<file path="src/sv/mid_pkg.sv">
// shared types, register map and reset values for the motion idle/sleep detector
package mid_pkg;

  // register map, index is paddr[4:2]
  localparam int unsigned PADDR_W = 5;
  localparam logic [2:0] REG_IDLE_THR     = 3'd0;
  localparam logic [2:0] REG_SLEEP_THR    = 3'd1;
  localparam logic [2:0] REG_WAKE_COUNT   = 3'd2;
  localparam logic [2:0] REG_DECAY_INTVL  = 3'd3;
  localparam logic [2:0] REG_IDLE_TIMEOUT = 3'd4;

  // register reset values
  localparam logic [15:0] IDLE_THR_RST     = 16'd26;
  localparam logic [15:0] SLEEP_THR_RST    = 16'd51;
  localparam logic [7:0]  WAKE_COUNT_RST   = 8'd3;
  localparam logic [7:0]  DECAY_INTVL_RST  = 8'd10;
  localparam logic [31:0] IDLE_TIMEOUT_RST = 32'd60000;

  // saturation limit of the motion counter
  localparam logic [7:0] MOTION_CNT_MAX = 8'd255;

  typedef struct packed {
    logic [31:0] now_ms;
    logic [15:0] accel_magnitude;
    logic        gate_open;
  } mid_in_t;

  typedef struct packed {
    logic motion_seen;
    logic entered_sleep;
    logic woke_up;
    logic asleep;
  } mid_out_t;

endpackage

</file>
<file path="src/sv/mid_in_if.sv">
// valid/ready channel carrying one sensor sample
interface mid_in_if;
  import mid_pkg::*;

  logic    valid;
  logic    ready;
  mid_in_t payload;

  modport source (output valid, output payload, input ready);
  modport sink (input valid, input payload, output ready);
endinterface

</file>
<file path="src/sv/mid_out_if.sv">
// valid/ready channel carrying one detector result
interface mid_out_if;
  import mid_pkg::*;

  logic     valid;
  logic     ready;
  mid_out_t payload;

  modport source (output valid, output payload, input ready);
  modport sink (input valid, input payload, output ready);
endinterface

</file>
<file path="src/sv/motion_idle_sleep_detector_unit.sv">
// top level of the accelerometer idle/sleep detector with apb register port
//
//   channel  dir  handshake       payload
//   in_i     in   valid/ready     now_ms[31:0], accel_magnitude[15:0], gate_open
//   out_o    out  valid/ready     motion_seen, entered_sleep, woke_up, asleep
//   apb      in   psel/penable    paddr[4:0], pwdata[31:0] -> prdata[31:0], pready
//
// an input transaction reaches the result through the sample register, then compare and
// state update into the result register.
// one sample per cycle is taken as long as the result side keeps draining.
// a stalled result holds the result register; the sample register takes one more
// sample, then in_i.ready stays low until the result drains.
// rst_ni clears the detector state and loads the register reset values at once.
module motion_idle_sleep_detector_unit (
  input  logic                          clk_i,
  input  logic                          rst_ni,
  mid_in_if.sink                        in_i,
  mid_out_if.source                     out_o,
  input  logic                          psel,
  input  logic                          penable,
  input  logic                          pwrite,
  input  logic [mid_pkg::PADDR_W-1:0]   paddr,
  input  logic [31:0]                   pwdata,
  output logic [31:0]                   prdata,
  output logic                          pready
);
  import mid_pkg::*;

  // configuration registers
  logic [15:0] idle_thr_q;
  logic [15:0] sleep_thr_q;
  logic [7:0]  wake_count_q;
  logic [7:0]  decay_intvl_q;
  logic [31:0] idle_timeout_q;

  logic        cfg_wr;
  logic [2:0]  cfg_idx;

  // pipeline control
  logic        smp_valid_q;
  mid_in_t     smp_q;
  logic        res_valid_q;
  mid_out_t    res_q;
  logic        res_adv;
  logic        smp_adv;

  // detector state
  logic        base_valid_q, base_valid_d;
  logic [15:0] base_level_q, base_level_d;
  logic [31:0] still_start_q, still_start_d;
  logic [7:0]  motion_cnt_q, motion_cnt_d;
  logic [7:0]  decay_tick_q, decay_tick_d;
  logic        sleep_q, sleep_d;
  mid_out_t    res_d;

  // datapath helpers
  logic [15:0] delta;
  logic [15:0] thr;
  logic        motion;
  logic [7:0]  cnt_inc;
  logic [7:0]  tick_inc;
  logic [31:0] still_elapsed;

  // apb access
  assign pready  = 1'b1;
  assign cfg_wr  = psel && penable && pwrite;
  assign cfg_idx = paddr[PADDR_W-1:2];

  always_ff @(posedge clk_i or negedge rst_ni) begin
    if (!rst_ni) begin
      idle_thr_q     <= IDLE_THR_RST;
      sleep_thr_q    <= SLEEP_THR_RST;
      wake_count_q   <= WAKE_COUNT_RST;
      decay_intvl_q  <= DECAY_INTVL_RST;
      idle_timeout_q <= IDLE_TIMEOUT_RST;
    end else if (cfg_wr) begin
      unique case (cfg_idx)
        REG_IDLE_THR:     idle_thr_q     <= pwdata[15:0];
        REG_SLEEP_THR:    sleep_thr_q    <= pwdata[15:0];
        REG_WAKE_COUNT:   wake_count_q   <= pwdata[7:0];
        REG_DECAY_INTVL:  decay_intvl_q  <= pwdata[7:0];
        REG_IDLE_TIMEOUT: idle_timeout_q <= pwdata;
        default: ;
      endcase
    end
  end

  // register readback
  always_comb begin
    unique case (cfg_idx)
      REG_IDLE_THR:     prdata = {16'd0, idle_thr_q};
      REG_SLEEP_THR:    prdata = {16'd0, sleep_thr_q};
      REG_WAKE_COUNT:   prdata = {24'd0, wake_count_q};
      REG_DECAY_INTVL:  prdata = {24'd0, decay_intvl_q};
      REG_IDLE_TIMEOUT: prdata = idle_timeout_q;
      default:          prdata = 32'd0;
    endcase
  end

  // flow control: result register drains, sample register refills
  assign res_adv     = !res_valid_q || out_o.ready;
  assign smp_adv     = smp_valid_q && res_adv;
  assign in_i.ready  = !smp_valid_q || res_adv;
  assign out_o.valid = res_valid_q;
  assign out_o.payload = res_q;

  always_ff @(posedge clk_i or negedge rst_ni) begin
    if (!rst_ni) begin
      smp_valid_q <= 1'b0;
      res_valid_q <= 1'b0;
    end else begin
      if (in_i.ready) begin
        smp_valid_q <= in_i.valid;
      end
      if (res_adv) begin
        res_valid_q <= smp_valid_q;
      end
    end
  end

  // sample register payload
  always_ff @(posedge clk_i) begin
    if (in_i.valid && in_i.ready) begin
      smp_q <= in_i.payload;
    end
  end

  // difference from baseline against the active threshold
  assign delta    = (smp_q.accel_magnitude >= base_level_q)
                  ? (smp_q.accel_magnitude - base_level_q)
                  : (base_level_q - smp_q.accel_magnitude);
  assign thr      = sleep_q ? sleep_thr_q : idle_thr_q;
  assign motion   = delta > thr;
  assign cnt_inc  = (motion_cnt_q == MOTION_CNT_MAX) ? motion_cnt_q : motion_cnt_q + 8'd1;
  assign tick_inc = decay_tick_q + 8'd1;
  assign still_elapsed = smp_q.now_ms - still_start_q;

  // next state and result for the sample in the sample register
  always_comb begin
    base_valid_d  = base_valid_q;
    base_level_d  = base_level_q;
    still_start_d = still_start_q;
    motion_cnt_d  = motion_cnt_q;
    decay_tick_d  = decay_tick_q;
    sleep_d       = sleep_q;
    res_d         = '0;

    if (smp_q.gate_open) begin
      if (!base_valid_q) begin
        // first gated sample latches the baseline
        base_valid_d  = 1'b1;
        base_level_d  = smp_q.accel_magnitude;
        still_start_d = smp_q.now_ms;
      end else if (motion) begin
        res_d.motion_seen = 1'b1;
        motion_cnt_d      = cnt_inc;
        if (sleep_q) begin
          if (cnt_inc >= wake_count_q) begin
            still_start_d = 32'd0;
            motion_cnt_d  = 8'd0;
            sleep_d       = 1'b0;
            res_d.woke_up = 1'b1;
          end
        end else begin
          still_start_d = smp_q.now_ms;
        end
      end else begin
        // quiet sample
        if (sleep_q) begin
          decay_tick_d = tick_inc;
          if (tick_inc >= decay_intvl_q && motion_cnt_q != 8'd0) begin
            motion_cnt_d = motion_cnt_q - 8'd1;
            decay_tick_d = 8'd0;
          end
        end else begin
          motion_cnt_d = 8'd0;
        end
        if (still_start_q == 32'd0) begin
          still_start_d = smp_q.now_ms;
        end else if (!sleep_q && still_elapsed >= idle_timeout_q) begin
          sleep_d             = 1'b1;
          res_d.entered_sleep = 1'b1;
        end
      end
    end
    res_d.asleep = sleep_d;
  end

  // state update, one sample per advance
  always_ff @(posedge clk_i or negedge rst_ni) begin
    if (!rst_ni) begin
      base_valid_q  <= 1'b0;
      base_level_q  <= 16'd0;
      still_start_q <= 32'd0;
      motion_cnt_q  <= 8'd0;
      decay_tick_q  <= 8'd0;
      sleep_q       <= 1'b0;
    end else if (smp_adv) begin
      base_valid_q  <= base_valid_d;
      base_level_q  <= base_level_d;
      still_start_q <= still_start_d;
      motion_cnt_q  <= motion_cnt_d;
      decay_tick_q  <= decay_tick_d;
      sleep_q       <= sleep_d;
    end
  end

  // result register payload
  always_ff @(posedge clk_i) begin
    if (smp_adv) begin
      res_q <= res_d;
    end
  end

endmodule

</file>
<file path="src/flat_wrapper.sv">
// flat-port wrapper written by rule: the top's interface ports become plain ports
module motion_idle_sleep_detector_unit_flat import mid_pkg::*;
  (clk_i, rst_ni, psel, penable, pwrite, paddr, pwdata, prdata, pready, in_i_valid, in_i_payload, in_i_ready, out_o_valid, out_o_payload, out_o_ready);
  mid_in_if in_i_i ();
  mid_out_if out_o_i ();
  input  logic clk_i;
  input  logic rst_ni;
  input  logic psel;
  input  logic penable;
  input  logic pwrite;
  input  logic [mid_pkg::PADDR_W-1:0] paddr;
  input  logic [31:0] pwdata;
  output logic [31:0] prdata;
  output logic pready;
  input wire logic [$bits(in_i_i.valid)-1:0] in_i_valid;
  input wire logic [$bits(in_i_i.payload)-1:0] in_i_payload;
  output wire logic [$bits(in_i_i.ready)-1:0] in_i_ready;
  output wire logic [$bits(out_o_i.valid)-1:0] out_o_valid;
  output wire logic [$bits(out_o_i.payload)-1:0] out_o_payload;
  input wire logic [$bits(out_o_i.ready)-1:0] out_o_ready;
  assign in_i_i.valid = in_i_valid;
  assign in_i_i.payload = in_i_payload;
  assign in_i_ready = in_i_i.ready;
  assign out_o_valid = out_o_i.valid;
  assign out_o_payload = out_o_i.payload;
  assign out_o_i.ready = out_o_ready;
  motion_idle_sleep_detector_unit u_core (.clk_i(clk_i), .rst_ni(rst_ni), .in_i(in_i_i), .out_o(out_o_i), .psel(psel), .penable(penable), .pwrite(pwrite), .paddr(paddr), .pwdata(pwdata), .prdata(prdata), .pready(pready));
endmodule
</file>
<file path="config.mk">
export PLATFORM = sky130hd
export DESIGN_NAME = motion_idle_sleep_detector_unit_flat
export DESIGN_NICKNAME = d
export VERILOG_FILES = /design/src/sv/mid_pkg.sv /design/src/sv/mid_in_if.sv /design/src/sv/mid_out_if.sv /design/src/sv/motion_idle_sleep_detector_unit.sv /design/src/flat_wrapper.sv
export SDC_FILE = /design/constraint.sdc
export NUM_CORES = 1
export LEC_CHECK = 0
export BUFFER_PORTS_ARGS = -buffer_cell sky130_fd_sc_hd__buf_4
export CORE_ASPECT_RATIO = 0.75
export CORE_MARGIN = 1
export CORE_UTILIZATION = 55
export CTS_CLUSTER_DIAMETER = 150
export CTS_CLUSTER_SIZE = 24
export DETAILED_ROUTE_END_ITERATION = 12
export GPL_ROUTABILITY_DRIVEN = 0
export PLACE_DENSITY = 0.77
export SLEW_MARGIN = 5
export SYNTH_ARGS = -nofsm -noshare
export SYNTH_HDL_FRONTEND = slang
export SYNTH_SLANG_ARGS = --single-unit
export TNS_END_PERCENT = 30
</file>
<file path="constraint.sdc">
create_clock -name clk_i -period 7.15 [get_ports clk_i]
set_input_delay 1.0725 -clock clk_i [delete_from_list [all_inputs] [get_ports clk_i]]
set_output_delay 1.0725 -clock clk_i [all_outputs]
set_load 0.02 [all_outputs]
</file>
# == After elaboration in Yosys (flattened, before gate mapping) ==
# Index checks and enable logic that the tools add are counted.
# classes
bitwise_logic,3
n_eq_ne,8
mul,0
reduce_logical,27
order_cmp,5
addsub,6
mux,25
div_mod_pow,0
n_shift,0
# ops
op,n
$mux 32,5
$pmux 32 s5,1
$mux 8,7
$ge 32x32->1,1
$logic_not 32->1,1
$mux 16,2
$sub 16x16->16,2
$sub 32x32->32,1
$add 8x1->8 const B,2
$ge 16x16->1,1
$ge 8x8->1,2
$gt 16x16->1,1
$reduce_and 2->1,7
$reduce_and 4->1,3
$mux 1,10
$eq 8x8->1 const B,1
$reduce_bool 8->1,1
$sub 8x1->8 const B,1
$eq 3x2->1 const B,2
$logic_and 1x1->1,6
$ne 3x3->1 const B,2
$reduce_and 5->1,1
$ne 4x4->1 const B,1
$reduce_or 4->1,1
other kinds (7),12
# word_totals
reg_bits,201
mem_bits_ro,0
mem_count,0
output_inout_bits,39
input_bits,93
latchBits,0
ram_bits,0

# == Logic depth before layout (Yosys ltp) ==
# Gate-level depths: netlist (run 1).
# depth
ltp_word,8
ltp_mapped,24
mapped_depth_nobuf,21

# == Worst setup path after synthesis (run 1) ==
# No wires, ideal clock.
# synth_path
path_kind,register to register
startpoint,reg u_core.smp_q[1] in the netlist's numbering
endpoint,reg u_core.decay_tick_q[0]
path_buffers,2
stages_incl_launch_ff,23
setup_slack_ps,2467
arrival_ps,4558
setup_ps,125
required_ps,7025
cell_sequence,edfxtp_1 inv_1 ha_1 inv_1 fa_1 a21o_1 a21oi_1 o21bai_1 a21oi_1 o221a_1 o21a_1 buf_4 buf_6 mux2_2 ha_1 nor2b_1 o21a_1 o21a_1 o21ai_0 o211ai_2 a21o_1 nor2_2 mux2_2
# synth_via
elab_chain_cells,5
elab_cells_between_ends,7
# synth_lines
item,line_no,text
"start, declared",motion_idle_sleep_detector_unit.sv:41,mid_in_t smp_q;
"start signal, assigned",motion_idle_sleep_detector_unit.sv:124,smp_q <= in_i.payload;
"$sub 16x16->16, or another cell as far along",motion_idle_sleep_detector_unit.sv:131,: (base_level_q - smp_q.accel_magnitude);
$mux 16 (*),motion_idle_sleep_detector_unit.sv:130,? (smp_q.accel_magnitude - base_level_q)
$gt 16x16->1 (*),motion_idle_sleep_detector_unit.sv:133,assign motion = delta > thr;
$not 1->1 (no line) (*),-,
$reduce_and 5->1 (no line) (*),-,
"end signal, assigned",motion_idle_sleep_detector_unit.sv:203,decay_tick_q <= decay_tick_d;
"end, declared",motion_idle_sleep_detector_unit.sv:52,"logic [7:0] decay_tick_q, decay_tick_d;"
# Mark *: on every way between the ends. The rest lies on a longest branch, timed or not.
# A chain may end at the register's enable or synchronous reset.

# == Final worst setup path (run 1) ==
# layout_path
startpoint,reg u_core.smp_q[1] in the netlist's numbering
endpoint,reg u_core.still_start_q[12]
# layout_via
elab_chain_cells,5
elab_cells_between_ends,10
# layout_lines
item,line_no,text
"$sub 16x16->16, or another cell as far along",motion_idle_sleep_detector_unit.sv:131,
$mux 16 (*),motion_idle_sleep_detector_unit.sv:130,
$gt 16x16->1 (*),motion_idle_sleep_detector_unit.sv:133,
"$ne 4x4->1 (no line), or another cell as far along",-,
$reduce_and 4->1 (no line) / $mux 32 (equally long branches),-,
"end signal, assigned",motion_idle_sleep_detector_unit.sv:201,still_start_q <= still_start_d;
"end, declared",motion_idle_sleep_detector_unit.sv:50,"logic [31:0] still_start_q, still_start_d;"
# Marked as above.

==> impl_metrics.csv, run 1 <==
group,metric,value,unit
global_route,grt_max_degree,78,
synthesis,async_flop_share,0.736,
place,dp_hpwl,23900,um
place,portBuffers,128,
worst_setup_path,critPathBufInv,3,
job,maxCapViolCount,0,
cts,holdBufCountCts,0,
final_layout,fin_cells,1763,
synthesis,synth_area_leaders,"dfrtp_1 24%, ha_1 12%, edfxtp_1 12%",
timing,layout_min_cycle_time,6090,ps
place,place_inst,1743,
global_route,grt_antenna_before_repair,0,
cts,tritoncts,"done",
global_route,met1_usage,0.385,
timing,drv_slew,0,
timing,setup_viol,0,
global_route,grt_pass1_vias,10200,
worst_setup_path,worstSetupPathType,"flop to flop",
worst_setup_path,cp.arrival,6500,ps
timing,fmax,0.164,GHz
drt,drt-initial-drc-count,825,
worst_setup_path,crit_path_frequent_cell,"o21a_1",
worst_setup_path,path_delay_family,"compound AO/OA/AOI/OAI gates",
cts,clk_pin_slew,110,ps
pwr,p_per_area,334,mW/mm^2
timing,setup-tns-final,0,ps
timing,slew_headroom,0.268,
synthesis,synth.most_common_cell,"inv_1",
cts,cts_resized,0,
synthesis,synth_edf_count,53,
cts,cts_max_level,1,
final_layout,insertedDiodeCount,0,
cts,clock-sinks,201,
cts,clk-insertion-delay-late,490,ps
timing,finClkSkew,39.7,ps
pwr,peakVddDrop,0.161,mV
final_layout,fin_nets,1683,
drt,final_antenna_net_count,0,
worst_setup_path,worstSetupStartpointType,"flop",
worst_setup_path,end_kind,"flop",
synthesis,synth_area,0.0133,sq mm
cts,cts-root-buf,"clkbuf_16",
synthesis,ys_ff_latch,201,
floorplanning,die_w,182,um
pwr,power_leakage,6.95,nW
global_route,globalRouteMet3Util,0.0394,
drt,drc,0,
timing,min_period_over_period,0.852,
worst_setup_path,max_stage_delay,700,ps
drt,routedWlPerCell,18.1,um
run_status,status,"finished clean",
synthesis,yosysTopAreaCell,"dfrtp_1",
drt,num_vias,10500,
worst_setup_path,worstPathCellList,"inv_1, ha_1, inv_1, fa_1, a21o_1, a21oi_1, o21bai_1, a21oi_1, o221a_1, o21a_1, mux2_2, ha_1, nor2b_1, o21a_1, o21a_1, o21ai_0, o211ai_2, a211oi_1, a211o_1, buf_4, a22o_1",
synthesis,yosys-top-cells-count,"138 x inv_1, 130 x dfrtp_1, 130 x ha_1",
floorplanning,core_area,0.0234,sq mm
drt,firstDrtPassIters,5,
global_route,grt_use_met2,0.414,
floorplanning,top_level_ports,132,
drt,via_per_inst,5.96,
floorplanning,die_y,137,um
global_route,busiest_layer,"met2",
worst_setup_path,worstPathRequired,7560,ps
cts,post_cts_buffers,0,
synthesis,syn_nets,1584,
floorplanning,die_area,0.0249,sq mm
floorplanning,rows,48,
final_layout,syn_to_final_growth,11.7,%
hold_path,worstHoldPathType,"flop to flop",
synthesis,yosysWarningCount,0,
worst_setup_path,path_max_fanout,32,
cts,cts_inserted_buffers,12,
cts,clk_path_buf_depth,3,
final_layout,drive_gt1_frac,0.169,
timing,worst_pin_slew,1100,ps
timing,rsz0062_at_grt,"false",
timing,hold_viol,0,
global_route,grt_usage,0.262,
synthesis,synth-seq-area-share,0.399,
floorplanning,initial_utilization,0.571,
synthesis,avgSynthCellArea,9.82,sq um
worst_setup_path,crit_slowest_cell,"o21a_1",
synthesis,ys.flop_type,"dfrtp_1",
synthesis,ys_types,86,
global_route,grt_pass1_wl,52200,um
drt,finalWirelength,32000,um
synthesis,synth_top_cell_area_share,0.244,
global_route,grt_remaining_overflow,0,
synthesis,postSynthCellCount,1358,
## final cells by class
class	instances	area, sq um
sequential	201	5320
fill	1861	8470
clock buffer	19	348
inverter	138	518
multi-input combinational	968	7290
tap	300	375
clock inverter	1	16.3
timing repair buffer	136	1020
## layer usage
layer	wire, um	vias up	part of all wire
li1	-	5079	-
met1	15600	5045	0.49
met2	14000	347	0.44
met3	1990	32	0.062
met4	425	0	0.013
met5	0	-	0
## power by group
part | switching, mW | leakage, nW | total, mW | internal, mW
sequential | 0.218 | 2.30 | 1.66 | 1.44
clock | 0.396 | 0.175 | 0.741 | 0.345
combinational | 1.43 | 4.47 | 2.57 | 1.13
## kinds of logic after synthesis
logic type	synth area share
AOI/OAI and AO/OA	0.178
and+or+nand+nor	0.126
DFF	0.399
buffers and inverters	0.0559
adders and majority gates	0.127
muxes	0.0848
xor gates and xnor gates	0.0296
other	0.000281
## stage by stage
stage	setup WS, ps	area (sq um)	hold WS [ps]	utilization	power [mW]
floorplan	2470	13300	449	-	3.54
global placement	1410	14500	464	0.622	4.08
detailed placement	1320	14500	479	0.622	4.19
CTS	1200	14900	494	0.638	4.96
global route	679	14900	511	0.638	5.35
finish	1060	14900	490	0.638	4.97
## flip-flops by register name, indices dropped and copies added, names as in the netlist
name	flops
u_core.base_level_q	16
u_core.base_valid_q	1
u_core.decay_intvl_q	8
u_core.decay_tick_q	8
u_core.idle_thr_q	16
u_core.idle_timeout_q	32
u_core.motion_cnt_q	8
u_core.out_o.payload	4
u_core.out_o.valid	1
u_core.sleep_q	1
u_core.sleep_thr_q	16
u_core.smp_q	49
u_core.smp_valid_q	1
u_core.still_start_q	32
u_core.wake_count_q	8
## worst reg2reg max path, delay by kind of cell (launching register included)
family | cells | cell delay (ps)
AO/OA/AOI/OAI | 13 | 3690
adder cells (fa/ha/maj) | 3 | 880
buffers and inverters | 3 | 500
multiplexers | 1 | 430
flip-flops | 1 | 400
AND/OR/NAND/NOR | 1 | 140
## placed cells by master, fill, tap and decap left out, drive strengths merged, types with 4 or more instances in the layout
cell and instances:
a211oi 15, a21o 40, a21oi 72, a221oi 5, a22o 35, a22oi 5, a31oi 9, and2 4
and3 28, buf 136, clkbuf 19, dfrtp 130, dfstp 18, edfxtp 53, ha 130, inv 139
mux2 47, mux2i 60, nand2 99, nand2b 15, nand3 26, nand4 16, nor2 70, nor2b 10
nor3 29, nor4 12, o211ai 5, o21a 18, o21ai 88, o21bai 10, o22ai 11, o41ai 4
or2 6, or3 5, xnor2 35, xor2 10
## worst paths after layout
path,depth (start not counted),to,slack (ps),startpoint
min,1,u_core.out_o.valid,490,u_core.smp_valid_q
max in group asynchronous,2,u_core.sleep_thr_q[13],5080,rst_ni
min reg2reg,1,u_core.out_o.valid,490,u_core.smp_valid_q
max,21,u_core.still_start_q[12],1060,u_core.smp_q[1]
max reg2reg,21,u_core.still_start_q[12],1060,u_core.smp_q[1]
min in group asynchronous,1,u_core.decay_tick_q[4],610,rst_ni
Power figures use the tool's default switching activity.
==> inputs of run 2 (changes only) <==
Settings changed: CORE_ASPECT_RATIO 0.75 to default.
==> impl_metrics.csv, run 2 (synthesized netlist as in run 1, its figures left out) <==
group,metric,value,unit
run_status,status,"finished clean",
drt,routedWlPerCell,17.5,um
final_layout,syn_to_final_growth,11.9,%
floorplanning,initial_utilization,0.564,
global_route,grt_pass1_vias,9798,
floorplanning,top_level_ports,132,
global_route,grt_max_degree,78,
timing,layout_min_cycle_time,5730,ps
global_route,grt_pass1_wl,49800,um
global_route,grt_antenna_before_repair,0,
drt,drc,0,
final_layout,regMostFlops,"u_core.smp_q",
global_route,grt_remaining_overflow,0,
timing,finClkSkew,25.4,ps
global_route,grt_usage,0.252,
drt,drt-initial-drc-count,783,
final_layout,multi_input_area,0.00730,sq mm
drt,firstDrtPassIters,6,
pwr,p_sw_frac,0.410,
floorplanning,rows,56,
pwr,power_frac_seq,0.334,
final_layout,fin_nets,1682,
final_layout,largest_register_ff_count,49,
pwr,power_leakage,6.95,nW
final_layout,reg_top3,"u_core.smp_q (49), u_core.idle_timeout_q (32), u_core.still_start_q (32)",
worst_setup_path,max_stage_delay,740,ps
cts,tritoncts,"done",
worst_setup_path,crit_slowest_cell,"a21oi_1",
floorplanning,core_area,0.0236,sq mm
cts,post_cts_buffers,0,
final_layout,fin_cells,1781,
cts,cts_max_level,1,
drt,final_antenna_net_count,0,
timing,setup-tns-final,0,ps
worst_setup_path,worstSetupPathType,"flop to flop",
place,portBuffers,128,
timing,fmax,0.175,GHz
cts,cts_resized,0,
place,place_inst,1761,
cts,holdBufCountCts,0,
pwr,power_frac_clock,0.150,
pwr,p_switching,2.03,mW
worst_setup_path,path_max_fanout,15,
worst_setup_path,worstPathCellList,"inv_1, ha_1, inv_1, fa_1, a21o_1, a21oi_1, o21bai_1, a21oi_1, o221a_1, o21a_1, mux2_2, ha_1, nor2b_1, o21a_1, o21a_1, o21ai_0, o211ai_2, a21oi_1, o221ai_1, a22oi_1",
drt,num_vias,10500,
worst_setup_path,end_kind,"flop",
pwr,peakVddDrop,0.287,mV
worst_setup_path,worstSetupStartpointType,"flop",
timing,drv_slew,0,
drt,via_per_inst,5.89,
final_layout,final_common_cell,"inv_1",
pwr,combinationalPowerShare,0.517,
drt,finalWirelength,31100,um
pwr,cell_internal_pwr,2.92,mW
final_layout,final_core_util,0.632,
place,dp_hpwl,23600,um
cts,clock-sinks,201,
timing,min_period_over_period,0.801,
final_layout,insertedDiodeCount,0,
final_layout,n_fill_cell,1947,
floorplanning,die_y,158,um
final_layout,final-seq-area,0.00532,sq mm
pwr,p_per_area,332,mW/mm^2
final_layout,final_cell_mix,"138 x inv_1, 134 x buf_4, 130 x ha_1, 130 x dfrtp_1, 99 x nand2_1",
worst_setup_path,worstPathRequired,7550,ps
timing,worst_pin_slew,1190,ps
timing,slew_headroom,0.200,
cts,cts_inserted_buffers,12,
floorplanning,die_area,0.0249,sq mm
timing,holdWs,500,ps
worst_setup_path,cp.arrival,6130,ps
timing,rsz0062_at_grt,"false",
cts,clk_pin_slew,110,ps
final_layout,drive_gt1_frac,0.169,
job,maxCapViolCount,0,
timing,hold_viol,0,
hold_path,worstHoldPathType,"flop to flop",
cts,clk-insertion-delay-late,480,ps
cts,clk_path_buf_depth,3,
floorplanning,die_w,158,um
timing,setup_viol,0,
cts,cts-root-buf,"clkbuf_16",
run 2: cell count changes in the layout (fill, tap and decap cells not counted):
| cell | change |
|---|---|
| buf_4 | -1 |
| nor2_2 | +1 |
| nor2_1 | -1 |
run 2: path summary, 6_finish.rpt:
path                       cells past startpoint                        to  slack, ps          startpoint
min in group asynchronous                      1    u_core.base_level_q[6]        620              rst_ni
setup reg to reg                              20    u_core.motion_cnt_q[7]       1420     u_core.smp_q[1]
hold / removal                                 1        u_core.out_o.valid        500  u_core.smp_valid_q
hold reg to reg                                1        u_core.out_o.valid        500  u_core.smp_valid_q
max in group asynchronous                      2  u_core.still_start_q[31]       5110              rst_ni
setup / recovery                              20    u_core.motion_cnt_q[7]       1420     u_core.smp_q[1]
run 2: routing by layer:
layer | track usage | share of wire
met5 | 0 | 0
met4 | 0.0509 | 0.017
met3 | 0.0274 | 0.056
met2 | 0.410 | 0.47
met1 | 0.363 | 0.46
run 2: cell type report:
cell class	count	share of cell area
clock buffers	19	0.0233
clock inverters	1	0.00109
inverters	138	0.0347
multi-input cells	968	0.489
flip-flops and latches	201	0.357
well taps	319	0.0268
repair buffers	135	0.0682
run 2: worst max-delay path, delay by kind of cell, from the launching register on:
family | cells | cell delay, ps
fa+ha+maj | 3 | 840
mux | 1 | 420
buf+inv | 2 | 140
simple gates | 1 | 130
flops | 1 | 410
compound gates | 13 | 3700
run 2: per-stage QoR:
| stage | cell area (sq um) | total power, mW | setup slack [ps] |
|---|---|---|---|
| after global placement | 14500 | 4.08 | 1540 |
| after floorplan | 13300 | 3.54 | 2470 |
| after CTS | 14900 | 4.93 | 1490 |
| after global routing | 14900 | 5.33 | 1130 |
| after detailed placement | 14500 | 4.18 | 1520 |
| final | 14900 | 4.95 | 1420 |
run 2: power by group through the flow:
stage                     combinational (mW)  clock, mW  sequential (mW)
final                                   2.56      0.741             1.65
after detailed placement                2.51          0             1.67
after floorplan                         1.94          0             1.60
after global routing                    2.85      0.796             1.68
after CTS                               2.53      0.753             1.64
after global placement                  2.43          0             1.66
==> inputs of run 3 (changes only) <==
Clock period 7.15 ns to 5.8 ns, I/O delays scaled along.
==> impl_metrics.csv, run 3 (synthesized netlist as in run 1, its figures left out) <==
group,metric,value,unit
worst_setup_path,critPathBufInv,4,
run_status,status,"finished clean",
floorplanning,die_w,158,um
place,placed_cell_area,0.0146,sq mm
global_route,busiest_layer,"met2",
drt,firstDrtPassIters,5,
final_layout,final-seq-area,0.00532,sq mm
pwr,combinationalPowerShare,0.519,
cts,cts_resized,0,
worst_setup_path,worstPathRequired,6200,ps
cts,cts_max_level,1,
floorplanning,initial_utilization,0.564,
pwr,power_frac_seq,0.333,
timing,fmax,0.185,GHz
cts,tritoncts,"done",
final_layout,regMostFlops,"u_core.smp_q",
pwr,p_sw_frac,0.409,
hold_path,worstHoldPathType,"input pin to async pin",
final_layout,syn_to_final_growth,12.3,%
floorplanning,die_y,158,um
final_layout,final_common_cell,"inv_1",
cts,post_cts_buffers,0,
global_route,grt_usage,0.255,
global_route,grt_use_met2,0.416,
final_layout,insertedDiodeCount,0,
pwr,cell_internal_pwr,3.61,mW
pwr,power_leakage,6.98,nW
pwr,power_frac_clock,0.148,
final_layout,largest_register_ff_count,49,
drt,routedWlPerCell,17.6,um
final_layout,fin_nets,1686,
timing,worst_pin_slew,1190,ps
final_layout,multi_input_area,0.00730,sq mm
drt,drt-initial-drc-count,834,
global_route,met1_usage,0.362,
job,maxCapViolCount,0,
floorplanning,core_area,0.0236,sq mm
global_route,grt_pass1_wl,50200,um
timing,layout_min_cycle_time,5420,ps
floorplanning,top_level_ports,132,
cts,clk_path_buf_depth,3,
global_route,globalRouteMet3Util,0.0331,
timing,worst_slack,384,ps
place,dp_hpwl,23500,um
timing,finClkSkew,28.9,ps
global_route,grt_max_degree,88,
drt,num_vias,10500,
final_layout,final_cell_mix,"138 x inv_1, 136 x buf_4, 130 x ha_1, 130 x dfrtp_1, 99 x nand2_1",
cts,clk-insertion-delay-late,490,ps
global_route,grt_antenna_before_repair,0,
floorplanning,rows,56,
cts,cts_inserted_buffers,12,
timing,setup_viol,0,
pwr,peakVddDrop,0.346,mV
drt,via_per_inst,5.86,
worst_setup_path,crit_slowest_cell,"o21a_1",
pwr,p_switching,2.50,mW
worst_setup_path,worstSetupStartpointType,"flop",
timing,min_period_over_period,0.934,
cts,holdBufCountCts,0,
final_layout,final_area,0.0150,sq mm
cts,cts-root-buf,"clkbuf_16",
worst_setup_path,max_stage_delay,480,ps
cts,clock-sinks,201,
timing,slew_headroom,0.203,
worst_setup_path,path_delay_family,"compound AO/OA/AOI/OAI gates",
drt,finalWirelength,31500,um
drt,drc,0,
cts,clk_pin_slew,100,ps
place,portBuffers,128,
timing,rsz0062_at_grt,"false",
pwr,p_per_area,409,mW/mm^2
timing,drv_slew,0,
final_layout,reg_top3,"u_core.smp_q (49), u_core.idle_timeout_q (32), u_core.still_start_q (32)",
pwr,p_total,6.12,mW
worst_setup_path,path_max_fanout,32,
timing,setup-tns-final,0,ps
final_layout,final_core_util,0.634,
timing,hold_viol,0,
worst_setup_path,cp.arrival,5820,ps
final_layout,n_fill_cell,1981,
place,dp_slack,523,ps
worst_setup_path,worstPathCellList,"inv_1, ha_1, inv_1, fa_1, a21o_1, a21oi_1, o21bai_1, a21oi_1, o221a_1, o21a_1, buf_4, mux2i_1, xnor2_1, ha_1, a21o_1, a21o_1, a21oi_1, o21ba_2, o211ai_2, and2_1, a311oi_4, buf_12, a22o_1",
drt,final_antenna_net_count,0,
final_layout,drive_gt1_frac,0.171,
global_route,grt_pass1_vias,9880,
floorplanning,die_area,0.0249,sq mm
global_route,grt_remaining_overflow,0,
worst_setup_path,end_kind,"flop",
worst_setup_path,worstSetupPathType,"flop to flop",
run 3: final timing paths:
path	start	end	slack, ps	depth (start not counted)
max	u_core.smp_q[1]	u_core.still_start_q[11]	380	23
min	rst_ni	u_core.base_level_q[2]	450	1
max reg2reg	u_core.smp_q[1]	u_core.still_start_q[11]	380	23
min reg2reg	u_core.base_level_q[15]	u_core.base_level_q[15]	510	1
max in group asynchronous	rst_ni	u_core.still_start_q[27]	4030	2
min in group clk_i	u_core.base_level_q[15]	u_core.base_level_q[15]	510	1
run 3: routing by layer:
layer,vias to the layer above,routed length (um)
met4,0,527
met2,297,14600
met1,5057,14600
met3,37,1810
met5,-,0
li1,5078,-
run 3: area by class of cell:
| type | count | share of cell area |
|---|---|---|
| clock buffer | 19 | 0.0232 |
| clock inverter | 1 | 0.00109 |
| inverter | 138 | 0.0346 |
| multi-input combinational | 968 | 0.488 |
| sequential | 201 | 0.355 |
| tap | 319 | 0.0267 |
| timing repair buffer | 139 | 0.0716 |
run 3: power groups by stage:
| stage | clock [mW] | sequential, mW | combinational, mW |
|---|---|---|---|
| 2_1_floorplan | 0 | 1.97 | 2.39 |
| 3_3_place_gp | 0 | 2.05 | 3.01 |
| 3_5_place_dp | 0 | 2.06 | 3.11 |
| 4_1_cts | 0.934 | 2.03 | 3.15 |
| 5_1_grt | 0.987 | 2.07 | 3.54 |
| 6_report | 0.907 | 2.04 | 3.17 |
run 3: worst register-to-register path, stage by stage (launching register included):
cell and delay [ps]:
edfxtp_1 420, inv_1 90, ha_1 170, inv_1 60, fa_1 380, a21o_1 190, a21oi_1 170, o21bai_1 140
a21oi_1 280, o221a_1 240, o21a_1 480, buf_4 250, mux2i_1 210, xnor2_1 140, ha_1 260, a21o_1 160
a21o_1 170, a21oi_1 150, o21ba_2 150, o211ai_2 150, and2_1 300, a311oi_4 370, buf_12 230, a22o_1 190
run 3: per-stage QoR:
| step | cells | hold slack [ps] |
|---|---|---|
| 2_1_floorplan | 1358 | 449 |
| 3_3_place_gp | 1765 | 466 |
| 3_5_place_dp | 1765 | 487 |
| 4_1_cts | 1785 | 491 |
| 5_1_grt | 1785 | 511 |
| 6_report | 1785 | 451 |
